===== src/sv/cau_pkg.sv =====
`timescale 1ns / 1ps
// Shared types, widths and saturation helpers for the complex arithmetic unit.
package cau_pkg;

   localparam int DATA_WIDTH = 16;
   localparam int FRAC_BITS  = 8;

   localparam int DW     = DATA_WIDTH;
   localparam int PW     = 2 * DW;                    // product width
   localparam int SUM_W  = PW + 1;                    // sum of two products
   localparam int QB     = DW;                        // quotient bits below the overflow bit
   localparam int RW     = PW + ((FRAC_BITS > QB) ? FRAC_BITS : QB);  // divider datapath
   localparam int DIV_STEPS = QB + 1;                 // overflow step plus one per quotient bit

   typedef enum logic [1:0] {
      CMD_ADD = 2'd0,
      CMD_SUB = 2'd1,
      CMD_MUL = 2'd2,
      CMD_DIV = 2'd3
   } cmd_type;

   typedef enum logic [1:0] {
      STATUS_OK   = 2'd0,
      STATUS_SAT  = 2'd1,
      STATUS_DIVZ = 2'd2
   } status_type;

   typedef struct packed {
      cmd_type                cmd;
      logic signed [DW-1:0]   a_real;
      logic signed [DW-1:0]   a_imag;
      logic signed [DW-1:0]   b_real;
      logic signed [DW-1:0]   b_imag;
   } req_type;

   typedef struct packed {
      logic signed [DW-1:0]   res_real;
      logic signed [DW-1:0]   res_imag;
      status_type             status;
   } rsp_type;

   typedef struct packed {
      logic signed [DW-1:0]   value;
      logic                   flag;
   } sat_type;

   // Front end result: exact lane sums and the divisor magnitude.
   typedef struct packed {
      cmd_type                  cmd;
      logic signed [SUM_W-1:0]  sum_re;
      logic signed [SUM_W-1:0]  sum_im;
      logic [PW-1:0]            den;
   } front_type;

   // Item state inside the divider chain.
   typedef struct packed {
      logic                   is_div;
      logic                   neg_re;
      logic                   neg_im;
      logic [RW-1:0]          ds;
      logic [RW-1:0]          r_re;
      logic [RW-1:0]          r_im;
      logic [QB:0]            q_re;
      logic [QB:0]            q_im;
      rsp_type                res;
   } div_type;

   localparam logic signed [DW-1:0]    RES_MAX = {1'b0, {(DW-1){1'b1}}};
   localparam logic signed [DW-1:0]    RES_MIN = {1'b1, {(DW-1){1'b0}}};
   localparam logic signed [SUM_W-1:0] SUM_MAX = {{(SUM_W-DW){1'b0}}, RES_MAX};
   localparam logic signed [SUM_W-1:0] SUM_MIN = {{(SUM_W-DW){1'b1}}, RES_MIN};
   localparam logic [QB:0]             MAG_POS = {2'b00, {(DW-1){1'b1}}};
   localparam logic [QB:0]             MAG_NEG = {2'b01, {(DW-1){1'b0}}};

   // Clamp an exact signed sum to the result range.
   function automatic sat_type sat_sum(input logic signed [SUM_W-1:0] v);
      sat_type s;
      if (v > SUM_MAX) begin
         s.value = RES_MAX;
         s.flag  = 1'b1;
      end else if (v < SUM_MIN) begin
         s.value = RES_MIN;
         s.flag  = 1'b1;
      end else begin
         s.value = v[DW-1:0];
         s.flag  = 1'b0;
      end
      return s;
   endfunction

   // Clamp a sign and quotient magnitude; the top bit means the quotient overflowed.
   function automatic sat_type sat_mag(input logic neg, input logic [QB:0] mag);
      sat_type s;
      if (neg) begin
         if (mag > MAG_NEG) begin
            s.value = RES_MIN;
            s.flag  = 1'b1;
         end else begin
            s.value = -mag[DW-1:0];
            s.flag  = 1'b0;
         end
      end else begin
         if (mag > MAG_POS) begin
            s.value = RES_MAX;
            s.flag  = 1'b1;
         end else begin
            s.value = mag[DW-1:0];
            s.flag  = 1'b0;
         end
      end
      return s;
   endfunction

endpackage


===== src/sv/cau_div_step.sv =====
`timescale 1ns / 1ps
// One restoring-division step for both lanes, registered.
module cau_div_step
   import cau_pkg::*;
(
   input  logic     clock,
   input  logic     reset,
   input  logic     in_valid,
   input  div_type  in_data,
   output logic     out_valid_ff,
   output div_type  out_data_ff
);

   div_type out_data_in;
   logic    take_re, take_im;

   always_ff @(posedge clock) begin
      if (reset) begin
         out_valid_ff <= 1'b0;
      end else begin
         out_valid_ff <= in_valid;
      end
   end

   always_ff @(posedge clock) begin
      out_data_ff <= out_data_in;
   end

   always_comb begin
      take_re          = (in_data.r_re >= in_data.ds);
      take_im          = (in_data.r_im >= in_data.ds);
      out_data_in      = in_data;
      out_data_in.r_re = take_re ? (in_data.r_re - in_data.ds) : in_data.r_re;
      out_data_in.r_im = take_im ? (in_data.r_im - in_data.ds) : in_data.r_im;
      out_data_in.q_re = {in_data.q_re[QB-1:0], take_re};
      out_data_in.q_im = {in_data.q_im[QB-1:0], take_im};
      out_data_in.ds   = in_data.ds >> 1;
   end

endmodule


===== config.mk =====
export PLATFORM = sky130hd
export DESIGN_NAME = cau_div_step
export DESIGN_NICKNAME = d
export VERILOG_FILES = /design/src/sv/cau_pkg.sv /design/src/sv/cau_div_step.sv
export SDC_FILE = /design/constraint.sdc
export NUM_CORES = 1
export LEC_CHECK = 0
export BUFFER_PORTS_ARGS = -buffer_cell sky130_fd_sc_hd__buf_2
export CAP_MARGIN = 20
export CORE_ASPECT_RATIO = 1.1
export CORE_UTILIZATION = 26
export DETAILED_ROUTE_END_ITERATION = 10
export PLACE_DENSITY = 0.5
export SLEW_MARGIN = 0
export SYNTH_ARGS = -nofsm -noshare
export SYNTH_HDL_FRONTEND = slang
export SYNTH_SLANG_ARGS = --single-unit

===== constraint.sdc =====
create_clock -name clock -period 3.25 [get_ports clock]
set_clock_uncertainty 0.2 [all_clocks]
set_input_delay 0.325 -clock clock [delete_from_list [all_inputs] [get_ports clock]]
set_output_delay 0.325 -clock clock [all_outputs]
set_load 0.01 [all_outputs]

==> results summary <==
The flow ran to the end, and the final reports show no timing, DRC or antenna violations. The final setup TNS came out at 0 ns. The DRC violation count after routing is 0. The max-cap violation count came out at 0.

Buffers inserted during clock tree synthesis total 25. The count of fill cells added during filler insertion is about 4.3k. The worst-case headroom to the max-slew limit is 0.607. The buffer cell driving the clock tree root is sky130_fd_sc_hd__clkbuf_16. The register bit total from synthesis came out at between 200 and 250. The pin count of the biggest net entering global routing came out at 39. The number of global-route vias before repair is around 13k.

The die outline height came out at 221 µm. Counting both buffers and inverters, the worst setup path holds a total of 2. The number of buffers on the longest clock path is 3. The number of I/O port buffers came out at 430. The detail-routed via count per cell is 4.50. The detailed-route via count came out at between 10k and 15k.

Measured along the x axis, the die boundary spans just over 200 µm. The largest fanout on the critical path is 4. In the finished design, the share of the clock period the worst path needs comes to 0.960. In this design, the largest share of critical-path delay is due to simple AND/OR/NAND/NOR gates. The TritonCTS clock tree is yes.

The die area came out at between 40,000 and 50,000 µm². By count the netlist is led by 215 x sky130_fd_sc_hd__dfxtp_1, 167 x sky130_fd_sc_hd__a21oi_1, 121 x sky130_fd_sc_hd__nor2_1. Derived from the worst setup path, the maximum achievable clock frequency is roughly 320 MHz.

The aggregate global routing overflow came out at 0. Timing analysis after detailed placement gives a worst setup slack of -0.418 ns. Of the post-synthesis cell area, the dominant cell type holds 0.379. The largest single stage delay on the critical path is 0.53 ns. The signal on the critical path passes through dlygate4sd3_1 -> buf_2 -> ha_1 -> and3_1 -> and2_1 -> and3_1 -> o311a_1 -> or3_4 -> o221ai_2 -> o21ba_4 -> o21ai_1 -> mux2_1 -> nand3_1. The sink count of the clock tree is ~220. The slew of the pin with the lowest slew margin came out at 0.583 ns. The number of nets in the synthesized netlist is between 1.5k and 2k. The gate count after technology mapping is between 1k and 1.5k.

The power density over cell area is ~470 nW/µm². The path type of the worst setup path is in -> reg. In this run the worst hold path is classified as in -> reg. After floorplanning, the core was sized to cover 42,700 µm². The congestion estimate from routability-driven global placement came to 0.874. The detailed router finished its first iteration with approximately 520 violations. The post-route minimum period is roughly 3.1 ns. The number of nets at the end of the flow is roughly 2.5k. The distinct cell type count of the synthesized netlist came out at just over 90.

The kind of end point of the critical path is a flop. The hold violation count in the final report came out at 0. The most instantiated flip-flop cell in the synthesis netlist is sky130_fd_sc_hd__dfxtp_1. The static power due to leakage is roughly 9.2 nW.

The footprint of the multi-input gates came out at between 6000 and 7000 µm². The share of layout cells above drive strength 1 came out at 0.356. After detailed routing, the average wire length per cell comes to 16.9 µm.

The count of standard-cell rows came out at 79. The maximum level of the CTS H-tree is 1. The sequential share of the synthesized area came out at 0.379. The total cell area at the placement stage came out at 15,800 µm². Detailed placement finished with a half-perimeter wire length of 37,200 µm. The global-route usage over all layers came out at 0.201. The post-synthesis area per instance came out at 8.77 µm². The setup-violating endpoint count in the final report is 0. Counting stages on the worst path, the most repeated cell is sky130_fd_sc_hd__and3_1. Yosys instantiated no cell more often than sky130_fd_sc_hd__dfxtp_1.

The post-CTS clock slew at the launch and capture registers of the worst setup and hold paths came out at ~0.06 ns. The initial antenna violation count was 5. The number of synthesized flops with an enable pin is 0. For this configuration, the core starts out at a cell density of 0.266. The number of slew-limit violations in the final report came out at 0.

The post-synthesis instance area came out at 11,400 µm². Yosys attributes the largest share of cell area to sky130_fd_sc_hd__dfxtp_1 38%, sky130_fd_sc_hd__ha_1 11%, sky130_fd_sc_hd__a21oi_1 7.4%. The worst setup path is launched from a primary input.

The number of nets with antenna violations after detailed routing came out at 0. The first TritonRoute pass finished after 5 iterations. The cell with the biggest individual delay on the critical path is sky130_fd_sc_hd__dlygate4sd3_1. The total power after layout is around 9 mW.

The relative area change from synthesis to final layout is 66.0%. The slack of the critical path is 0.131 ns. The largest vdd supply drop is roughly 0.35 mV. The signal arrival time at the worst endpoint is approximately 3.4 ns.

The area of all placed cells without fillers is ~19,000 µm². For the worst setup path, the data required time is 3.54 ns. The post-synthesis async set-or-reset flop share came out at 0. The first global-routing pass estimated between 70,000 and 80,000 µm of wire. The flip-flop and latch area came out at 4300 µm². The final wirelength is about 46,000 µm. Pin placement for this block handled ~430 I/O pins. The Yosys warning count is 0. The synthesized design spends more area on one cell type than any other, namely sky130_fd_sc_hd__dfxtp_1.
[worst paths after layout]
path | startpoint | end | slack, ns | cells after the start
setup / recovery | in_data[130] | out_data_ff[163] | 0.13 | 13
hold / removal | in_data[139] | out_data_ff[139] | 0.05 | 4
[layout by cell type, fill, tap and decap left out, types with 5 or more instances in the layout]
cell type	instances
sky130_fd_sc_hd__a21o_1	63
sky130_fd_sc_hd__a21oi_1	164
sky130_fd_sc_hd__a21oi_2	7
sky130_fd_sc_hd__a31oi_1	7
sky130_fd_sc_hd__and2_1	6
sky130_fd_sc_hd__and3_1	9
sky130_fd_sc_hd__and4_1	6
sky130_fd_sc_hd__buf_12	8
sky130_fd_sc_hd__buf_2	430
sky130_fd_sc_hd__buf_4	236
sky130_fd_sc_hd__clkbuf_16	25
sky130_fd_sc_hd__clkbuf_8	5
sky130_fd_sc_hd__dfxtp_1	215
sky130_fd_sc_hd__dlygate4sd3_1	215
sky130_fd_sc_hd__ha_1	96
sky130_fd_sc_hd__inv_1	77
sky130_fd_sc_hd__mux2_2	8
sky130_fd_sc_hd__nand2_1	80
sky130_fd_sc_hd__nand2b_1	7
sky130_fd_sc_hd__nand3_1	28
sky130_fd_sc_hd__nand4_1	25
sky130_fd_sc_hd__nor2_1	119
sky130_fd_sc_hd__nor2b_1	13
sky130_fd_sc_hd__nor3_1	14
sky130_fd_sc_hd__o21a_1	14
sky130_fd_sc_hd__o21ai_0	51
sky130_fd_sc_hd__o21ai_1	9
sky130_fd_sc_hd__o21bai_1	18
sky130_fd_sc_hd__o31ai_1	6
sky130_fd_sc_hd__or3_1	7
sky130_fd_sc_hd__xnor2_1	52
sky130_fd_sc_hd__xor2_1	32
[routing by layer]
metal | wire, µm | track usage | up-vias
li1 | - | - | 6306
met1 | 20100 | 0.245 | 5636
met2 | 22700 | 0.361 | 350
met3 | 2600 | 0.0340 | 39
met4 | 980 | 0.0560 | 0
met5 | 0 | 0 | -
[where the power goes]
group,leakage [nW],internal [mW],switching [mW]
sequential,1.81,2.94,0.0948
clock,0.407,1.69,1.17
combinational,7.02,1.41,1.48
[per-stage QoR]
| stage | std cells | hold slack, ns | utilization |
|---|---|---|---|
| after global routing | 2743 | 0.0442 | 0.442 |
| after global placement | 2477 | 0.227 | 0.369 |
| after floorplan | 1297 | 0.153 | - |
| after detailed placement | 2477 | 0.229 | 0.369 |
| after CTS | 2731 | -0.283 | 0.438 |
| final | 2743 | 0.0520 | 0.442 |
[logic make-up (layout without fill, tap and decap cells)]
logic type	after synthesis	after routing	share of synthesized area
flops	215	215	0.379
compound gates	407	407	0.230
xor+xnor	84	84	0.0647
simple gates	346	346	0.146
other cells	1	5	0.000330
mux	10	10	0.00980
fa+ha+maj	98	98	0.109
buf+inv	136	1011	0.0609
[cell type report]
| cell class | count | share of cell area |
|---|---|---|
| inverters | 78 | 0.0155 |
| multi-input cells | 946 | 0.344 |
| diodes | 4 | 0.000530 |
| clock inverters | 10 | 0.00643 |
| repair buffers | 889 | 0.330 |
| well taps | 567 | 0.0376 |
| clock buffers | 34 | 0.0376 |
| flip-flops and latches | 215 | 0.228 |
[flip-flops by register name (all words and copies together), names as in the netlist]
signal / count
out_valid_ff: 1
out_data_ff: 214
[timing repair]
| action | CTS | global route |
|---|---|---|
| hold buffers | 210 | 5 |
| endpoints found under the hold margin | 211 | 3 |
| resized for setup | 0 | 26 |
| setup endpoints to repair | 0 | 77 |
| buffers inserted | 0 | 3 |
No activity file was read; power rests on OpenSTA's default activity.
