`config.mk`:
```
export PLATFORM = sky130hd
export DESIGN_NAME = cau_front
export DESIGN_NICKNAME = d
export VERILOG_FILES = /design/src/sv/cau_pkg.sv /design/src/sv/cau_front.sv
export SDC_FILE = /design/constraint.sdc
export NUM_CORES = 2
export LEC_CHECK = 0
export BUFFER_PORTS_ARGS = -buffer_cell sky130_fd_sc_hd__clkbuf_2
export CORE_UTILIZATION = 65
export CTS_BUF_LIST = sky130_fd_sc_hd__clkbuf_16
export CTS_CLUSTER_SIZE = 28
export DETAILED_ROUTE_END_ITERATION = 10
export HOLD_SLACK_MARGIN = 0.08
export PLACE_DENSITY = 0.85
export SLEW_MARGIN = 40
export SYNTH_ARGS = -nofsm -noshare
export SYNTH_HDL_FRONTEND = slang
export SYNTH_SLANG_ARGS = --single-unit
```
`constraint.sdc`:
```
create_clock -name clock -period 18 [get_ports clock]
set_input_delay 0.9 -clock clock [delete_from_list [all_inputs] [get_ports clock]]
set_output_delay 0.9 -clock clock [all_outputs]
set_load 0.02 [all_outputs]
```
`src/sv/cau_pkg.sv`:
```
`timescale 1ns / 1ps
// Shared types, widths and saturation helpers for the complex arithmetic unit.
package cau_pkg;

   localparam int DATA_WIDTH = 16;
   localparam int FRAC_BITS  = 8;

   localparam int DW     = DATA_WIDTH;
   localparam int PW     = 2 * DW;                    // product width
   localparam int SUM_W  = PW + 1;                    // sum of two products
   localparam int QB     = DW;                        // quotient bits below the overflow bit
   localparam int RW     = PW + ((FRAC_BITS > QB) ? FRAC_BITS : QB);  // divider datapath
   localparam int DIV_STEPS = QB + 1;                 // overflow step plus one per quotient bit

   typedef enum logic [1:0] {
      CMD_ADD = 2'd0,
      CMD_SUB = 2'd1,
      CMD_MUL = 2'd2,
      CMD_DIV = 2'd3
   } cmd_type;

   typedef enum logic [1:0] {
      STATUS_OK   = 2'd0,
      STATUS_SAT  = 2'd1,
      STATUS_DIVZ = 2'd2
   } status_type;

   typedef struct packed {
      cmd_type                cmd;
      logic signed [DW-1:0]   a_real;
      logic signed [DW-1:0]   a_imag;
      logic signed [DW-1:0]   b_real;
      logic signed [DW-1:0]   b_imag;
   } req_type;

   typedef struct packed {
      logic signed [DW-1:0]   res_real;
      logic signed [DW-1:0]   res_imag;
      status_type             status;
   } rsp_type;

   typedef struct packed {
      logic signed [DW-1:0]   value;
      logic                   flag;
   } sat_type;

   // Front end result: exact lane sums and the divisor magnitude.
   typedef struct packed {
      cmd_type                  cmd;
      logic signed [SUM_W-1:0]  sum_re;
      logic signed [SUM_W-1:0]  sum_im;
      logic [PW-1:0]            den;
   } front_type;

   // Item state inside the divider chain.
   typedef struct packed {
      logic                   is_div;
      logic                   neg_re;
      logic                   neg_im;
      logic [RW-1:0]          ds;
      logic [RW-1:0]          r_re;
      logic [RW-1:0]          r_im;
      logic [QB:0]            q_re;
      logic [QB:0]            q_im;
      rsp_type                res;
   } div_type;

   localparam logic signed [DW-1:0]    RES_MAX = {1'b0, {(DW-1){1'b1}}};
   localparam logic signed [DW-1:0]    RES_MIN = {1'b1, {(DW-1){1'b0}}};
   localparam logic signed [SUM_W-1:0] SUM_MAX = {{(SUM_W-DW){1'b0}}, RES_MAX};
   localparam logic signed [SUM_W-1:0] SUM_MIN = {{(SUM_W-DW){1'b1}}, RES_MIN};
   localparam logic [QB:0]             MAG_POS = {2'b00, {(DW-1){1'b1}}};
   localparam logic [QB:0]             MAG_NEG = {2'b01, {(DW-1){1'b0}}};

   // Clamp an exact signed sum to the result range.
   function automatic sat_type sat_sum(input logic signed [SUM_W-1:0] v);
      sat_type s;
      if (v > SUM_MAX) begin
         s.value = RES_MAX;
         s.flag  = 1'b1;
      end else if (v < SUM_MIN) begin
         s.value = RES_MIN;
         s.flag  = 1'b1;
      end else begin
         s.value = v[DW-1:0];
         s.flag  = 1'b0;
      end
      return s;
   endfunction

   // Clamp a sign and quotient magnitude; the top bit means the quotient overflowed.
   function automatic sat_type sat_mag(input logic neg, input logic [QB:0] mag);
      sat_type s;
      if (neg) begin
         if (mag > MAG_NEG) begin
            s.value = RES_MIN;
            s.flag  = 1'b1;
         end else begin
            s.value = -mag[DW-1:0];
            s.flag  = 1'b0;
         end
      end else begin
         if (mag > MAG_POS) begin
            s.value = RES_MAX;
            s.flag  = 1'b1;
         end else begin
            s.value = mag[DW-1:0];
            s.flag  = 1'b0;
         end
      end
      return s;
   endfunction

endpackage

```
`src/sv/cau_front.sv`:
```
`timescale 1ns / 1ps
// Front end: operand products, then the exact lane sums and divisor magnitude.
module cau_front
   import cau_pkg::*;
(
   input  logic       clock,
   input  logic       reset,
   input  logic       in_valid,
   input  req_type    in_data,
   output logic       out_valid_ff,
   output front_type  out_data_ff
);

   logic                  p_valid_ff;
   req_type               op_ff;
   logic signed [PW-1:0]  p_rr_ff;   // a_real * b_real
   logic signed [PW-1:0]  p_ii_ff;   // a_imag * b_imag
   logic signed [PW-1:0]  p_ri_ff;   // a_real * b_imag
   logic signed [PW-1:0]  p_ir_ff;   // a_imag * b_real
   logic signed [PW-1:0]  p_bb_r_ff;
   logic signed [PW-1:0]  p_bb_i_ff;

   logic signed [SUM_W-1:0] re_x, re_y, im_x, im_y;
   logic                    re_sub, im_sub;
   front_type               out_data_in;

   always_ff @(posedge clock) begin
      if (reset) begin
         p_valid_ff   <= 1'b0;
         out_valid_ff <= 1'b0;
      end else begin
         p_valid_ff   <= in_valid;
         out_valid_ff <= p_valid_ff;
      end
   end

   always_ff @(posedge clock) begin
      op_ff       <= in_data;
      p_rr_ff     <= in_data.a_real * in_data.b_real;
      p_ii_ff     <= in_data.a_imag * in_data.b_imag;
      p_ri_ff     <= in_data.a_real * in_data.b_imag;
      p_ir_ff     <= in_data.a_imag * in_data.b_real;
      p_bb_r_ff   <= in_data.b_real * in_data.b_real;
      p_bb_i_ff   <= in_data.b_imag * in_data.b_imag;
      out_data_ff <= out_data_in;
   end

   // Pick the operands of each lane adder by command.
   always_comb begin
      re_x   = {{(SUM_W-DW){op_ff.a_real[DW-1]}}, op_ff.a_real};
      re_y   = {{(SUM_W-DW){op_ff.b_real[DW-1]}}, op_ff.b_real};
      im_x   = {{(SUM_W-DW){op_ff.a_imag[DW-1]}}, op_ff.a_imag};
      im_y   = {{(SUM_W-DW){op_ff.b_imag[DW-1]}}, op_ff.b_imag};
      re_sub = 1'b0;
      im_sub = 1'b0;
      unique case (op_ff.cmd)
         CMD_ADD: begin
         end
         CMD_SUB: begin
            re_sub = 1'b1;
            im_sub = 1'b1;
         end
         CMD_MUL: begin
            re_x   = {{(SUM_W-PW){p_rr_ff[PW-1]}}, p_rr_ff};
            re_y   = {{(SUM_W-PW){p_ii_ff[PW-1]}}, p_ii_ff};
            im_x   = {{(SUM_W-PW){p_ri_ff[PW-1]}}, p_ri_ff};
            im_y   = {{(SUM_W-PW){p_ir_ff[PW-1]}}, p_ir_ff};
            re_sub = 1'b1;
         end
         CMD_DIV: begin
            re_x   = {{(SUM_W-PW){p_rr_ff[PW-1]}}, p_rr_ff};
            re_y   = {{(SUM_W-PW){p_ii_ff[PW-1]}}, p_ii_ff};
            im_x   = {{(SUM_W-PW){p_ir_ff[PW-1]}}, p_ir_ff};
            im_y   = {{(SUM_W-PW){p_ri_ff[PW-1]}}, p_ri_ff};
            im_sub = 1'b1;
         end
         default: begin
         end
      endcase

      out_data_in.cmd    = op_ff.cmd;
      out_data_in.sum_re = re_sub ? (re_x - re_y) : (re_x + re_y);
      out_data_in.sum_im = im_sub ? (im_x - im_y) : (im_x + im_y);
      // Both squares are non-negative, so their unsigned sum fits.
      out_data_in.den    = PW'(p_bb_r_ff) + PW'(p_bb_i_ff);
   end

endmodule

```
==> key figures <==
Route
  – DRC viols: 0
  – WL per Instance: 19.1 um
  – Initial DRC count: 3750
  – DR vias: 52500
  – Vias per cell: 5.73
  – Final ANT Viol Nets: 0
  – Routed WL: 175000 um
  – WL met1: 64500 um
  – Met2 Routed Length: 84700 um
  – Max Used Layer: met5
  – Met3 Wirelength: 14800 um
  – Pre-antenna DRT Iters: 6

Clock tree
  – Clock Tree Buf Depth: 3
  – CTS tree: built
  – CTS clk-pin slew, worst paths: 0.06 ns
  – Clk Latency, worst-skew pair: 0.66 ns
  – Hold-fix buffers, CTS: 0
  – # Post-CTS Setup Buffers: 0
  – Clock root cell: clkbuf_16
  – CTS Sinks: 356
  – Htree depth: 2
  – Num CTS Buffers: 44
  – PostCTS Resize Cnt: 0

Synthesis
  – EDFF count, synth: 0
  – Syn Inst Count: 7753
  – Syn_area_per_cell: 9.23 sq um
  – Yosys reg bits: 356
  – Synth top area cells: fa_1, ha_1, dfxtp_1, inv_1, and2_1
  – Syn. warnings: 0
  – Syn nets: 9953
  – Main synth FF type: dfxtp_1
  – Mapped cell area: 0.0715 sq mm
  – Most common cell in the netlist: inv_1
  – Async set or reset register ratio after synthesis: 0%
  – Post-synth cell types: 81
  – Post-synthesis sequential area ratio: 9.96%
  – Cell taking the most area after synthesis: fa_1
  – Post-synth top cells: inv_1, fa_1, nand2_1
  – Yosys top cell area share: 42.4%

STA
  – Final period utilization: 40.8%
  – Fmax: 0.136 GHz
  – Clock skew: 0.0283 ns
  – Setup TNS: 0 ns
  – Final min period: 7.34 ns
  – Final-report hold violation count: 0
  – Number of setup violations in the final report: 0
  – Max Slew Vio Count: 0
  – Slew @ Worst Pin: 0.906 ns
  – RSZ-0062 raised after global routing: no
  – Max_slew headroom: 39.6%

Floorplanning
  – Std-Cell Rows: 121
  – Die area: 0.111 sq mm
  – Die height: 334 um
  – Chip width: 334 um
  – Core area: 0.109 sq mm
  – Starting density of the core: 65.6%
  – I/O Pins: 170

Global route
  – Global-route wire length before repair: 291000 um
  – Vias in the first global route: 57900
  – Global route overflow: 0
  – Largest net degree at the start of global routing: 75
  – Initial antenna violation count: 5
  – Total GRT Usage: 32.9%

Worst setup path
  – CP Data Arrival Time: 7.91 ns
  – Startpoint types: primary input
  – Slowest stage cell, crit path: a2111oi_0
  – Delay of the slowest cell on the worst path: 0.60 ns
  – CP Depth: 25
  – Critical path type: primary input to register
  – Largest delay contributor family on the critical path: adder cells
  – Peak fanout along the critical path: 38
  – Reg2Reg Depth: 24
  – Most frequent CP cell: fa_1
  – Element type at the critical path end: register
  – CP Data Required Time: 18.57 ns
  – CP bufs+invs: 7

Final layout
  – Share of cells above drive strength 1: 4.66%
  – Layout area overhead: 4.73%
  – # fillers: 7946
  – Fin nets: 9913

Run status
  – Status: completed

Place
  – DP Wirelength: 134000 um
  – Port Buffers: 169
  – Routability cong.: 0.928

Hold path
  – Hold Path Class: primary input to register
  – Min-Delay Path Depth: 1

Job
  – Maxcap violations: 0
==> through the flow <==
step	setup slack [ns]	area, sq um	instances	hold WS, ns	utilization [%]
6_report	10.66	74900	9164	0.349	68.7
5_1_grt	10.20	74900	9164	0.353	68.7
4_1_cts	10.78	74900	9163	0.331	68.7
3_5_place_dp	10.14	73400	9081	0.389	67.4
3_3_place_gp	10.21	73400	9081	0.393	67.3
2_1_floorplan	10.89	71500	7753	0.371	-
==> registers in the layout (all words and copies together), names as in the netlist <==
register / cells
out_data_ff: 100
op_ff: 64
p_ii_ff: 32
p_ir_ff: 32
p_ri_ff: 32
p_rr_ff: 32
p_bb_i_ff: 31
p_bb_r_ff: 31
out_valid_ff: 1
p_valid_ff: 1
==> cell usage in the layout (no fill, tap or decap), types with 13 or more instances in the layout <==
master,count
a211oi_1,20
a21o_1,131
a21oi_1,244
a221o_1,33
a22o_1,16
a22oi_1,16
a31o_2,15
a31oi_1,16
and2_1,582
and3_1,23
buf_4,61
clkbuf_16,44
clkbuf_2,165
dfxtp_1,356
fa_1,1516
ha_1,613
inv_1,1826
mux2i_1,19
nand2_1,779
nand2b_1,60
nand3_1,46
nand4_1,17
nor2_1,255
nor2b_1,30
nor3_1,59
nor4_1,14
o21a_1,49
o21ai_0,123
o21bai_1,34
o31ai_1,13
or2_2,17
xnor2_1,278
xor2_1,85
==> layer usage <==
metal | vias to the layer above | GRT usage, %
met5 | - | 0
met4 | 6 | 17.5
met3 | 628 | 5.67
met2 | 2421 | 55.5
met1 | 26200 | 40.5
li1 | 23200 | -
==> worst paths after layout <==
kind	start	to	slack, ns
min	in_data[64]	op_ff[64]$_DFF_P_	0.35
max reg2reg	op_ff[64]$_DFF_P_	out_data_ff[96]$_DFF_P_	10.66
max	in_data[19]	p_bb_r_ff[31]$_DFF_P_	10.66
min reg2reg	op_ff[64]$_DFF_P_	out_data_ff[98]$_DFF_P_	0.41
==> area by class of cell <==
cell class	instances	area, sq um	share of cell area (%)
Tap cell	1414	1770	2.36
Timing Repair Buffer	230	1310	1.75
Clock inverter	38	398	0.531
Multi-Input combinational cell	5260	56400	75.3
Sequential cell	356	7130	9.51
Inverter	1821	6840	9.12
Antenna cell	1	2.50	0.00334
Clock buffer	44	1100	1.47
==> cell families (layout without fill, tap and decap cells) <==
kind of cell	after synthesis	count (layout)	share of synthesized area (%)
other cells	0	1	0
compound gates	825	825	7.77
mux	20	20	0.282
simple gates	1921	1921	13.1
flops	356	356	9.96
fa+ha+maj	2131	2131	53.2
xor+xnor	363	363	4.44
buf+inv	2137	2133	11.3
Power is not shown: default switching activity piles up to over one toggle a cycle in this logic, so the estimate is an artifact.
